$ cat src/jaoa_pkg.sv
package jaoa_pkg;

  // Window is a power of two so the divide is a shift.
  localparam int DIV_SHIFT = 3;
  localparam int WINDOW    = 1 << DIV_SHIFT;

  localparam int AXIS_W   = 16;
  localparam int SUM_W    = AXIS_W + DIV_SHIFT;
  localparam int STATUS_W = 8;
  localparam int COUNT_W  = 16;
  localparam int CFG_IDX_W = 1;

  localparam logic [CFG_IDX_W-1:0] CFG_X_OFFSET = 1'b0;
  localparam logic [CFG_IDX_W-1:0] CFG_Y_OFFSET = 1'b1;

  localparam logic [STATUS_W-1:0] STATUS_ALL_ONES = 8'hFF;
  localparam logic [STATUS_W-1:0] STATUS_ZERO     = 8'h00;
  localparam logic [STATUS_W-1:0] STATUS_ERR_MASK = 8'h10;

  typedef struct packed {
    logic signed [AXIS_W-1:0] x_smoothed;
    logic signed [AXIS_W-1:0] y_smoothed;
    logic                     status_bad;
    logic [COUNT_W-1:0]       bad_status_total;
  } result_t;

endpackage

$ cat src/jaoa_axis_lane.sv
module jaoa_axis_lane (
  input  logic                                clk,
  input  logic                                rst_n,
  input  logic                                step,
  input  logic signed [jaoa_pkg::AXIS_W-1:0]  raw,
  input  logic signed [jaoa_pkg::AXIS_W-1:0]  offset,
  output logic signed [jaoa_pkg::AXIS_W-1:0]  smoothed
);
  import jaoa_pkg::*;

  logic signed [AXIS_W-1:0] hist_r [WINDOW];
  logic [DIV_SHIFT-1:0]     slot_r;
  logic signed [SUM_W-1:0]  sum_r;

  logic signed [AXIS_W-1:0] corr;
  logic signed [AXIS_W-1:0] oldest;
  logic signed [SUM_W-1:0]  sum_nxt;
  logic signed [SUM_W-1:0]  biased;

  always_comb begin
    corr    = raw - offset;   // wraps to 16 bits
    oldest  = hist_r[slot_r];
    sum_nxt = sum_r - {{DIV_SHIFT{oldest[AXIS_W-1]}}, oldest}
                    + {{DIV_SHIFT{corr[AXIS_W-1]}}, corr};
    // bias negatives so the arithmetic shift truncates toward zero
    biased   = sum_nxt + (sum_nxt[SUM_W-1] ? SUM_W'(WINDOW - 1) : '0);
    smoothed = biased[SUM_W-1:DIV_SHIFT];
  end

  always_ff @(posedge clk) begin
    if (!rst_n) begin
      for (int i = 0; i < WINDOW; i++) begin
        hist_r[i] <= '0;
      end
      slot_r <= '0;
      sum_r  <= '0;
    end else if (step) begin
      hist_r[slot_r] <= corr;
      slot_r         <= slot_r + DIV_SHIFT'(1);
      sum_r          <= sum_nxt;
    end
  end

endmodule

$ cat src/jaoa_status_count.sv
module jaoa_status_count (
  input  logic                                clk,
  input  logic                                rst_n,
  input  logic                                step,
  input  logic [jaoa_pkg::STATUS_W-1:0]       status_byte,
  output logic                                status_bad,
  output logic [jaoa_pkg::COUNT_W-1:0]        total
);
  import jaoa_pkg::*;

  logic [COUNT_W-1:0] count_r;
  logic [COUNT_W-1:0] count_nxt;

  always_comb begin
    status_bad = (status_byte == STATUS_ALL_ONES) || (status_byte == STATUS_ZERO) ||
                 ((status_byte & STATUS_ERR_MASK) != STATUS_ZERO);
    count_nxt  = count_r;
    if (status_bad && (count_r != '1)) begin
      count_nxt = count_r + COUNT_W'(1);
    end
    total = count_nxt;
  end

  always_ff @(posedge clk) begin
    if (!rst_n) begin
      count_r <= '0;
    end else if (step) begin
      count_r <= count_nxt;
    end
  end

endmodule

$ cat src/jaoa_merge.sv
module jaoa_merge (
  input  logic                 clk,
  input  logic                 rst_n,
  input  logic                 push,
  input  jaoa_pkg::result_t    push_data,
  output logic                 space,
  output logic                 out_valid,
  input  logic                 out_ready,
  output jaoa_pkg::result_t    out_data
);
  import jaoa_pkg::*;

  // Output register plus one skid entry.
  result_t head_r;
  result_t spare_r;
  logic    head_valid_r;
  logic    spare_valid_r;
  logic    pop;

  assign space     = !spare_valid_r;
  assign out_valid = head_valid_r;
  assign out_data  = head_r;
  assign pop       = head_valid_r && out_ready;

  always_ff @(posedge clk) begin
    if (!rst_n) begin
      head_valid_r  <= 1'b0;
      spare_valid_r <= 1'b0;
    end else if (pop) begin
      if (spare_valid_r) begin
        head_valid_r  <= 1'b1;
        spare_valid_r <= 1'b0;
      end else begin
        head_valid_r <= push;
      end
    end else if (!head_valid_r) begin
      head_valid_r <= push;
    end else if (push) begin
      spare_valid_r <= 1'b1;
    end
  end

  always_ff @(posedge clk) begin
    if (pop) begin
      head_r <= spare_valid_r ? spare_r : push_data;
    end else if (!head_valid_r) begin
      head_r <= push_data;
    end else if (push) begin
      spare_r <= push_data;
    end
  end

endmodule

$ cat src/joystick_axis_offset_average_top.sv
// Joystick axis offset removal and 8-sample boxcar smoothing.
// Input channel (in_valid/in_ready): status byte plus signed X and Y readings.
// Result channel (out_valid/out_ready): smoothed X and Y, status_bad flag and
// the saturating bad-status count including the current item.
// Config port: cfg_we writes cfg_wdata to the X (index 0) or Y (index 1)
// zero offset; write only while no item is in flight.
// Throughput: one item per cycle while in_ready is high; X and Y lanes each
// update a running sum and an 8-entry ring in the accepting cycle, alongside
// the status counter; the item's result is registered into the result buffer.
// The result buffer holds two items, so in_ready stays high while one result
// waits; with out_ready held low, in_ready drops once both entries are full
// and rises again as soon as the receiver takes one.
// Reset clears offsets, rings, sums, the bad-status count and the buffer;
// the first seven averages include the zeros left in the rings.
module joystick_axis_offset_average_top (
  input  logic                                clk,
  input  logic                                rst_n,
  input  logic                                in_valid,
  output logic                                in_ready,
  input  logic [jaoa_pkg::STATUS_W-1:0]       in_status_byte,
  input  logic signed [jaoa_pkg::AXIS_W-1:0]  in_x_raw,
  input  logic signed [jaoa_pkg::AXIS_W-1:0]  in_y_raw,
  output logic                                out_valid,
  input  logic                                out_ready,
  output logic signed [jaoa_pkg::AXIS_W-1:0]  out_x_smoothed,
  output logic signed [jaoa_pkg::AXIS_W-1:0]  out_y_smoothed,
  output logic                                out_status_bad,
  output logic [jaoa_pkg::COUNT_W-1:0]        out_bad_status_total,
  input  logic                                cfg_we,
  input  logic [jaoa_pkg::CFG_IDX_W-1:0]      cfg_index,
  input  logic [jaoa_pkg::AXIS_W-1:0]         cfg_wdata
);
  import jaoa_pkg::*;

  logic signed [AXIS_W-1:0] x_rest_r;
  logic signed [AXIS_W-1:0] y_rest_r;
  logic                     step;
  result_t                  res;
  result_t                  out_res;

  always_ff @(posedge clk) begin
    if (!rst_n) begin
      x_rest_r <= '0;
      y_rest_r <= '0;
    end else if (cfg_we) begin
      unique case (cfg_index)
        CFG_X_OFFSET: x_rest_r <= cfg_wdata;
        CFG_Y_OFFSET: y_rest_r <= cfg_wdata;
        default: ;
      endcase
    end
  end

  assign step = in_valid && in_ready;

  jaoa_axis_lane u_x_lane (
    .clk      (clk),
    .rst_n    (rst_n),
    .step     (step),
    .raw      (in_x_raw),
    .offset   (x_rest_r),
    .smoothed (res.x_smoothed)
  );

  jaoa_axis_lane u_y_lane (
    .clk      (clk),
    .rst_n    (rst_n),
    .step     (step),
    .raw      (in_y_raw),
    .offset   (y_rest_r),
    .smoothed (res.y_smoothed)
  );

  jaoa_status_count u_status (
    .clk         (clk),
    .rst_n       (rst_n),
    .step        (step),
    .status_byte (in_status_byte),
    .status_bad  (res.status_bad),
    .total       (res.bad_status_total)
  );

  jaoa_merge u_merge (
    .clk       (clk),
    .rst_n     (rst_n),
    .push      (step),
    .push_data (res),
    .space     (in_ready),
    .out_valid (out_valid),
    .out_ready (out_ready),
    .out_data  (out_res)
  );

  assign out_x_smoothed       = out_res.x_smoothed;
  assign out_y_smoothed       = out_res.y_smoothed;
  assign out_status_bad       = out_res.status_bad;
  assign out_bad_status_total = out_res.bad_status_total;

endmodule

$ cat config.mk
export PLATFORM = sky130hd
export DESIGN_NAME = joystick_axis_offset_average_top
export DESIGN_NICKNAME = d
export VERILOG_FILES = /design/src/jaoa_pkg.sv /design/src/jaoa_axis_lane.sv /design/src/jaoa_status_count.sv /design/src/jaoa_merge.sv /design/src/joystick_axis_offset_average_top.sv
export SDC_FILE = /design/constraint.sdc
export NUM_CORES = 1
export LEC_CHECK = 0
export BUFFER_PORTS_ARGS = -buffer_cell sky130_fd_sc_hd__clkbuf_2
export CAP_MARGIN = 20
export CORE_ASPECT_RATIO = 2
export CORE_UTILIZATION = 40
export CTS_BUF_LIST = sky130_fd_sc_hd__clkbuf_2
export CTS_CLUSTER_DIAMETER = 150
export DETAILED_ROUTE_END_ITERATION = 7
export PLACE_DENSITY_LB_ADDON = 0.3
export SYNTH_ARGS = -nofsm -noshare
export SYNTH_HDL_FRONTEND = slang
export SYNTH_SLANG_ARGS = --single-unit
$ cat constraint.sdc
create_clock -name clk -period 19.4 [get_ports clk]
set_clock_uncertainty 0.15 [all_clocks]
set_input_delay 3.88 -clock clk [delete_from_list [all_inputs] [get_ports clk]]
set_output_delay 3.88 -clock clk [all_outputs]
set_load 0.1 [all_outputs]
* Word level (Yosys, flattened, before mapping)
Memory sizes are Yosys's and may differ from the RTL's. A register that Yosys moved wholly into a read port is not among the register bits.
Cells that the tools add are included.
** Storage, ports and cells
- Bits in registers :: 192
- Bits in latches :: 0
- Memory bits (writable) :: 256
- ROM bits :: 0
- Bits of input ports :: 62
- Output and inout port bits :: 51
- Word-level logic and storage cells :: 73
- Memories kept :: 2
** Memory list
- u_x_lane.hist_r :: depth 8, width 16, read ports 1, clocked after Yosys merged registers in 1, write ports 8, line jaoa_axis_lane.sv:11 : logic signed [AXIS_W-1:0] hist_r [WINDOW];
- u_y_lane.hist_r :: depth 8, width 16, read ports 1, clocked after Yosys merged registers in 1, write ports 8, line jaoa_axis_lane.sv:11
** Cells by class
- Add/sub/neg operators :: 11
- Multiply operators :: 0
- Div/mod/pow operators :: 0
- Magnitude comparators :: 0
- Eq/ne operators :: 3
- Shift operators :: 0
- Muxes and demuxes :: 23
- Bitwise gates (word level) :: 3
- Reductions and logical operators :: 14
** Operators by type and width (count)
- 49-bit 2-to-1 mux :: 3
- 19-bit adder :: 4
- 16-bit 2-to-1 mux :: 3
- 19-bit subtractor :: 2
- 16-bit OR reduction :: 2
- 16-bit subtractor :: 2
- 3-bit 2-to-1 mux :: 8
- 16-bit by 1-bit adder with 16-bit output (second input constant) :: 1
- 16-bit inequality test (second input constant) :: 1
- 1-bit 2-to-1 mux :: 9
- 8-bit equality test (second input constant) :: 1
- 8-bit logical NOT :: 1
- 3-bit by 1-bit adder with 3-bit output (second input constant) :: 2
- 2-bit AND reduction :: 3
- 1-bit logical AND :: 3
- 1-bit NOT :: 3
- 3-bit AND reduction :: 1
- 1-bit logical OR :: 2
- 2-bit inequality test (second input constant) :: 1
- 2-bit OR reduction :: 1
- 1-bit logical NOT :: 1

* Depth between registers and ports, before layout
Gate-level depths: netlist of run 1.
- Word-level depth :: 7
- Depth in mapped cells :: 28

* Hierarchy
From an unflattened synthesis of run 1, not the netlist that was laid out.
** Unflattened totals
- Cell total of the unflattened synthesis :: 1981
- Area, all modules :: 23897.9 um^2
** Modules (own cells, without submodules)
- jaoa_axis_lane (u_x_lane) :: instances 1, cells an instance 792, area an instance 8969.9 um^2
- jaoa_axis_lane (u_y_lane) :: instances 1, cells an instance 761, area an instance 8843.5 um^2
- jaoa_merge :: instances 1, cells an instance 165, area an instance 3668.5 um^2
- joystick_axis_offset_average_top :: instances 1, cells an instance 124, area an instance 1255.0 um^2
- jaoa_status_count :: instances 1, cells an instance 139, area an instance 1161.1 um^2

* Worst setup path before layout of run 1
Ideal clock, no wire load.
- Kind :: input port to flip-flop
- From :: in in_y_raw[0] (netlist bit)
- To :: reg u_merge.head_r, in the netlist u_merge.out_data[24] (data pin)
- Library setup time :: 0.260 ns
- Arrival :: 9.507 ns
- Data required time :: 18.990 ns
- Slack :: 9.483 ns
- Stages on the path :: 28
- Buffers on the path :: 1
- Cell sequence :: inv_1 -> ha_1 -> inv_1 -> fa_1 -> a21o_1 -> a21oi_1 -> o21bai_1 -> a31oi_1 -> o211ai_1 -> a31oi_1 -> o21bai_1 -> xnor2_1 -> inv_1 -> fa_1 -> ha_1 -> clkbuf_1 -> nand2_1 -> nor2_1 -> nand4_1 -> a31o_2 -> and2_1 -> ha_1 -> a211o_1 -> a32oi_2 -> nand4bb_1 -> and4bb_1 -> xor2_1 -> mux2_2
** RTL lines
- start, declared :: line joystick_axis_offset_average_top.sv:22 : input logic signed [jaoa_pkg::AXIS_W-1:0] in_y_raw,
- end signal, assigned :: line jaoa_merge.sv:45 : head_r <= spare_valid_r ? spare_r : push_data;
- end signal, assigned :: line jaoa_merge.sv:47 : head_r <= push_data;
- end, declared :: line jaoa_merge.sv:14 : result_t head_r;

==> flow_metrics.env, run 1 <==
export IMPL_grt_pass1_vias=16800
export IMPL_period_minus_slack_ps=9640
export IMPL_io_pins=113
export IMPL_crit_family="adder cells"
export IMPL_grtUsageTotal=0.210
export IMPL_min_from="x_rest_r[12]"
export IMPL_dpl_hpwl_mm=42.5
export IMPL_start_util=0.405
export IMPL_p_total_w=0.00419
export IMPL_final_common_cell="nor2_1"
export IMPL_core_mm2=0.0571
export IMPL_cts_sink_count=454
export IMPL_required_ps=20100
export IMPL_worst_setup_path_start_kind="input port"
export IMPL_die_y_um=342
export IMPL_cts_resized=0
export IMPL_cts_tree="yes"
export IMPL_vias_per_cell=5.34
export IMPL_end_kind="flop"
export IMPL_grt_ovfl_total=0
export IMPL_hold_buffers=0
export IMPL_syn_inst=2029
export IMPL_drive_above_1_share=0.191
export IMPL_first_pass_iters=5
export IMPL_syn_num_nets=2203
export IMPL_avgSynthCellArea_um2=11.4
export IMPL_clkTransAtPathRegs_ps=130
export IMPL_n_fill_cell=5479
export IMPL_p_leak_nw=9.91
export IMPL_routed_wl_mm=60.8
export IMPL_cp_slowest_stage_delay_ps=620
export IMPL_path_depth=27
export IMPL_hold_end="x_rest_r[12]"
export IMPL_synth_edf_count=354
export IMPL_r2r_end="u_merge.out_data[24]"
export IMPL_num_vias=16100
export IMPL_drtIter0Drc=998
export IMPL_synth_seq_cells=454
export IMPL_wl_per_cell_um=20.1
export IMPL_ys_seq_area_frac=0.546
export IMPL_synth_flop_cell="edfxtp_1"
export IMPL_ys_async_sr_fraction=0
export IMPL_detail_route_antenna_nets=0
export IMPL_setup_viol=0
export IMPL_path_buf_inv=4
export IMPL_slew_headroom=0.312
export IMPL_maxCapViolations=0
export IMPL_root_buffer="clkbuf_2"
export IMPL_die_w_um=172
export IMPL_register_area_mm2=0.0126
export IMPL_area_delta_synth_final_pct=9.97
export IMPL_cp_max_fo=9
export IMPL_htreeDepth=3
export IMPL_slowest_stage="xor2_1"
export IMPL_tns_ps=0
export IMPL_num_rows=124
export IMPL_multi_input_area_mm2=0.00977
export IMPL_power_density_mw_per_mm2=165
export IMPL_r2r_start="y_rest_r[0]"
export IMPL_status="finished, final reports clean"
export IMPL_fin_crit_sh=0.497
export IMPL_critical_path_class="input port to flop"
export IMPL_clock_path_buffers=3
export IMPL_clock_latency_ps=1130
export IMPL_grt_pass1_wl_mm=91.9
export IMPL_io_buffers=112
export IMPL_grt_max_degree=67
export IMPL_p_sw_frac=0.459
export IMPL_postCtsSetupRepairBufs=0
export IMPL_clkPwrFrac=0.145
export IMPL_finalHoldViolCount=0
export IMPL_synth_area_mm2=0.0231
export IMPL_p_seq_frac=0.320
export IMPL_final_cell_mix="395 x nor2_1, 354 x edfxtp_1, 260 x clkbuf_2"
export IMPL_reg2reg_slack_ps=12260
export IMPL_place_congestion=0.875
export IMPL_drv_slew=0
export IMPL_hold_path_class="flop to flop"
export IMPL_worstMarginPinSlew_ps=1030
export IMPL_rsz0062_at_grt="false"
export IMPL_yosys_warnings=0
export IMPL_p_int_w=0.00227
export IMPL_yosysUniqueCellTypes=75
export IMPL_pwr_share_comb=0.536
export IMPL_worst_ep_arrival_time_ps=10340
export IMPL_dieArea_mm2=0.0588
export IMPL_cts_buffers_inserted=100
export IMPL_r2r_cells=25
export IMPL_ir_worst_vdd_uv=125
export IMPL_antenna_found_initial=2
export IMPL_hold_depth=2
export IMPL_p_sw_w=0.00192
export IMPL_nNetsFinal=2355
export IMPL_fmax_mhz=104
export IMPL_route_detailed_drc=0
[Yosys cell counts (all sizes together), types with 33 or more instances]
master	number	area, um^2
clkbuf	70	263
mux4	64	1440
xor2	55	482
dfxtp	100	2000
fa	38	761
xnor2	57	514
nand2	218	818
ha	74	926
nor2	396	1490
inv	101	379
a21oi	118	617
o21ai	33	184
edfxtp	354	10600
nand3	33	165
[worst max-delay path by stage]
stage | startpoint | end
global route | in_y_raw[1] | u_merge.out_data[24]
global placement | in_y_raw[0] | u_merge.out_data[24]
finish | in_y_raw[0] | u_merge.out_data[24]
detailed placement | in_y_raw[1] | u_merge.out_data[24]
CTS | in_y_raw[1] | u_merge.out_data[24]
floorplan | in_y_raw[0] | u_merge.out_data[24]
[cell families (layout without fill, tap and decap cells)]
group | count (synthesis) | count (layout) | synth area share
buffers and inverters | 193 | 422 | 0.0326
muxes | 126 | 126 | 0.0909
DFF | 454 | 454 | 0.546
other | 0 | 4 | 0
AOI/OAI and AO/OA | 241 | 241 | 0.0661
adders and majority gates | 112 | 112 | 0.0729
and+or+nand+nor | 791 | 791 | 0.148
xor gates and xnor gates | 112 | 112 | 0.0431
[per-stage QoR]
step	std cells	area [um^2]	hold slack (ps)	setup slack, ps	util
finish	3018	25400	311	9760	0.445
global route	3016	25400	332	9310	0.445
CTS	3014	25400	313	9920	0.445
detailed placement	2835	24500	297	8720	0.429
global placement	2835	24500	295	8810	0.429
floorplan	2029	23100	286	9480	-
[power groups by stage]
stage / logic, W / clock network (W) / registers [W]
CTS: 0.00225 / 0.000626 / 0.00134
global route: 0.00244 / 0.000664 / 0.00135
global placement: 0.00220 / 0 / 0.00136
finish: 0.00224 / 0.000606 / 0.00134
floorplan: 0.00143 / 0 / 0.00162
detailed placement: 0.00224 / 0 / 0.00136
[routing by layer]
metal | global-route usage | wire (um)
met4 | 0.150 | 4400
met3 | 0.0315 | 2340
met5 | 0 | 0
met1 | 0.190 | 19400
met2 | 0.409 | 34700
[cell type report]
type / instances / share of cell area
antenna: 4 / 0.000394
clock buffer: 148 / 0.0291
clock inverter: 31 / 0.00659
inverter: 101 / 0.0150
multi-input combinational: 1382 / 0.384
sequential: 454 / 0.497
tap: 756 / 0.0372
timing repair buffer: 142 / 0.0309
[flip-flops by register name (all words and copies together) (netlist names), named ones only]
| signal | flops |
|---|---|
| u_status.count_r | 16 |
| u_merge.out_data | 49 |
| u_merge.spare_r | 49 |
| u_y_lane.sum_r | 19 |
| x_rest_r | 16 |
| u_x_lane.slot_r | 3 |
| u_x_lane.hist_r | 128 |
| u_merge.spare_valid_r | 1 |
| u_y_lane.slot_r | 3 |
| y_rest_r | 16 |
| u_y_lane.hist_r | 128 |
| u_x_lane.sum_r | 19 |
| u_merge.out_valid | 1 |
[worst register-to-register path: stages, from the launching register on]
cell       delay [ps]
dfxtp_1           400
ha_1              200
inv_1              60
fa_1              400
a21o_1            200
a21oi_1           220
o21bai_1          110
a31oi_1           290
nor2b_1            80
nor2_1            120
xor2_1            620
inv_1             240
fa_1              480
ha_1              430
and4_1            240
and3_1            210
nand4_1           140
a31o_2            290
and2_1            170
ha_1              280
a211o_1           310
a32oi_2           350
nand4bb_1         270
and4bb_1          220
xor2_1            150
mux2_2            260
Power figures use the tool's default switching activity.
==> run 2, diff against run 1 <==
Settings changed: ABC_AREA set to 1.
Clock period 19.4 ns to 8.1 ns, I/O delays scaled along.
==> run 2 against run 1 <==
Compared with the run above: wire length up 18%; register-to-register slack lost 10000 ps; highest routed layer unchanged; worst setup slack got worse by 8000 ps; global-route usage is 3.0 points higher; clock power increased to 2.5 times the previous value; critical path type unchanged.
==> flow_metrics.env, run 2 <==
export IMPL_nNetsFinal=2933
export IMPL_p_int_w=0.00538
export IMPL_clkTransAtPathRegs_ps=110
export IMPL_clkPwrFrac=0.139
export IMPL_p_sw_w=0.00555
export IMPL_routed_wl_mm=72.0
export IMPL_worstMarginPinSlew_ps=1120
export IMPL_required_ps=8770
export IMPL_num_rows=125
export IMPL_vias_per_cell=5.34
export IMPL_synth_area_mm2=0.0235
export IMPL_wl_per_cell_um=20.0
export IMPL_yosys_top_cells_area="edfxtp_1 45%, dfxtp_1 8.5%, nor2_1 8.4%, nand2_1 6.8%, o21ai_0 5.5%"
export IMPL_cp_slowest_stage_delay_ps=490
export IMPL_detail_route_antenna_nets=0
export IMPL_avgSynthCellArea_um2=9.03
export IMPL_grt_pass1_vias=19300
export IMPL_reg2reg_slack_ps=2010
export IMPL_antenna_found_initial=1
export IMPL_clock_latency_ps=1120
export IMPL_yosysUniqueCellTypes=46
export IMPL_hold_path_class="flop to flop"
export IMPL_critical_path_class="input port to flop"
export IMPL_num_vias=19300
export IMPL_cts_sink_count=454
export IMPL_slowest_stage="fa_1"
export IMPL_die_y_um=345
export IMPL_path_common_cell="nand2_1"
export IMPL_cts_buffers_inserted=100
export IMPL_synth_fa_ha_area_frac=0.0718
export IMPL_synthMuxAreaShare=0
export IMPL_syn_inst=2601
export IMPL_min_from="x_rest_r[14]"
export IMPL_ys_async_sr_fraction=0
export IMPL_final_cell_mix="523 x nor2_1, 426 x nand2_1, 354 x edfxtp_1"
export IMPL_cp_max_fo=6
export IMPL_io_pins=113
export IMPL_p_leak_nw=11.1
export IMPL_synth_compound_area_share=0.119
export IMPL_place_congestion=0.990
export IMPL_p_seq_frac=0.300
export IMPL_r2r_start="y_rest_r[0]"
export IMPL_die_w_um=173
export IMPL_period_minus_slack_ps=6350
export IMPL_pwr_share_comb=0.561
export IMPL_dpl_hpwl_mm=51.6
export IMPL_drv_slew=0
export IMPL_htreeDepth=3
export IMPL_place_area_mm2=0.0250
export IMPL_synth_most_common_cell="nor2_1"
export IMPL_n_fill_cell=5605
export IMPL_status="finished, final reports clean"
export IMPL_synth_simple_area_share=0.185
export IMPL_biggestRegsByFlops="u_x_lane.hist_r: 128 flops, u_y_lane.hist_r: 128 flops"
export IMPL_synth_seq_cells=454
export IMPL_root_buffer="clkbuf_2"
export IMPL_worst_setup_path_start_kind="input port"
export IMPL_yosys_area_top_type="edfxtp_1"
export IMPL_synth_flop_cell="edfxtp_1"
export IMPL_setup_viol=0
export IMPL_ir_worst_vdd_uv=265
export IMPL_r2r_end="u_merge.out_data[30]"
export IMPL_synth_top_family_by_area="simple AND/OR/NAND/NOR gates"
export IMPL_p_total_w=0.0109
export IMPL_route_detailed_drc=0
export IMPL_multi_input_area_mm2=0.00946
export IMPL_postCtsSetupRepairBufs=0
export IMPL_pre_cts_ws_ps=659
export IMPL_yosys_warnings=0
export IMPL_rsz0062_at_grt="false"
export IMPL_power_density_mw_per_mm2=421
export IMPL_hold_depth=2
export IMPL_synth_edf_count=354
export IMPL_synth_common_cells="525 x nor2_1, 428 x nand2_1, 354 x edfxtp_1"
export IMPL_synth_top_cell_area_share=0.452
export IMPL_grtUsageTotal=0.240
export IMPL_grt_pass1_wl_mm=108
export IMPL_fin_crit_sh=0.784
export IMPL_drtIter0Drc=1476
export IMPL_final_common_cell="nor2_1"
export IMPL_cts_resized=0
export IMPL_first_pass_iters=6
export IMPL_hold_end="x_rest_r[14]"
export IMPL_ys_seq_area_frac=0.538
export IMPL_r2r_cells=34
export IMPL_end_kind="flop"
export IMPL_slew_headroom=0.250
export IMPL_core_mm2=0.0580
export IMPL_area_delta_synth_final_pct=10.6
export IMPL_register_area_mm2=0.0126
export IMPL_worst_ep_arrival_time_ps=7020
export IMPL_grt_ovfl_total=0
export IMPL_fmax_mhz=157
export IMPL_hold_buffers=0
export IMPL_clock_path_buffers=3
export IMPL_synthXorXnorAreaFrac=0.0257
export IMPL_final_area_mm2=0.0260
export IMPL_drive_above_1_share=0.127
export IMPL_maxCapViolations=0
export IMPL_io_buffers=112
export IMPL_finalHoldWorstSlack_ps=318
export IMPL_tns_ps=0
export IMPL_crit_start="in_y_raw[0]"
export IMPL_finalHoldViolCount=0
export IMPL_start_util=0.405
export IMPL_dieArea_mm2=0.0598
export IMPL_p_sw_frac=0.508
export IMPL_cts_tree="yes"
export IMPL_syn_num_nets=2775
export IMPL_grt_max_degree=65
export IMPL_finalWorstSetupSlack_ps=1750
[run 2: stage by stage]
stage	utilization	cells
final	0.448	3605
after global routing	0.448	3605
after CTS	0.447	3602
after detailed placement	0.430	3417
after global placement	0.430	3417
after floorplan	-	2601
[run 2: power groups by stage]
stage / Clock, W / Combinational [W] / Sequential (W)
after floorplan: 0 / 0.00376 / 0.00400
after global placement: 0 / 0.00605 / 0.00333
final: 0.00152 / 0.00614 / 0.00328
after CTS: 0.00156 / 0.00615 / 0.00329
after detailed placement: 0 / 0.00612 / 0.00334
after global routing: 0.00166 / 0.00682 / 0.00331
[run 2: final cells by class]
cell class                 instances  area share
clock buffer                     158      0.0304
multi-input combinational       1769       0.364
inverter                         276      0.0399
sequential                       454       0.486
timing repair buffer             158      0.0357
clock inverter                    27     0.00684
tap                              762      0.0367
antenna                            1   0.0000963
[run 2: cells by family (layout without fill, tap and decap cells)]
logic type                 after synthesis  after routing
and+or+nand+nor                       1090           1090
AOI/OAI and AO/OA                      499            499
DFF                                    454            454
buffers and inverters                  378            619
adders and majority gates              112            112
xor gates and xnor gates                68             68
other                                    0              1
[run 2: worst max path at each step]
stage	to	slack (ps)	depth (start not counted)
3_5_place_dp	u_merge.out_data[30]	660	36
2_1_floorplan	u_merge.out_data[30]	1570	33
5_1_grt	u_merge.out_data[30]	1270	35
3_3_place_gp	u_merge.out_data[30]	680	35
4_1_cts	u_merge.out_data[30]	1850	36
6_report	u_merge.out_data[30]	1750	36
[run 2: routing by layer]
metal | vias to the layer above | track usage | part of all wire
li1 | 9096 | - | -
met1 | 9139 | 0.227 | 0.33
met2 | 771 | 0.456 | 0.54
met3 | 244 | 0.0341 | 0.052
met4 | 0 | 0.195 | 0.080
met5 | - | 0 | 0
[run 2: worst max-delay path, delay by kind of cell]
| family | cells | cell delay, ps |
|---|---|---|
| AO/OA/AOI/OAI | 3 | 510 |
| XOR/XNOR | 1 | 410 |
| adder cells (fa/ha/maj) | 5 | 1780 |
| buffers and inverters | 6 | 510 |
| AND/OR/NAND/NOR | 21 | 2170 |
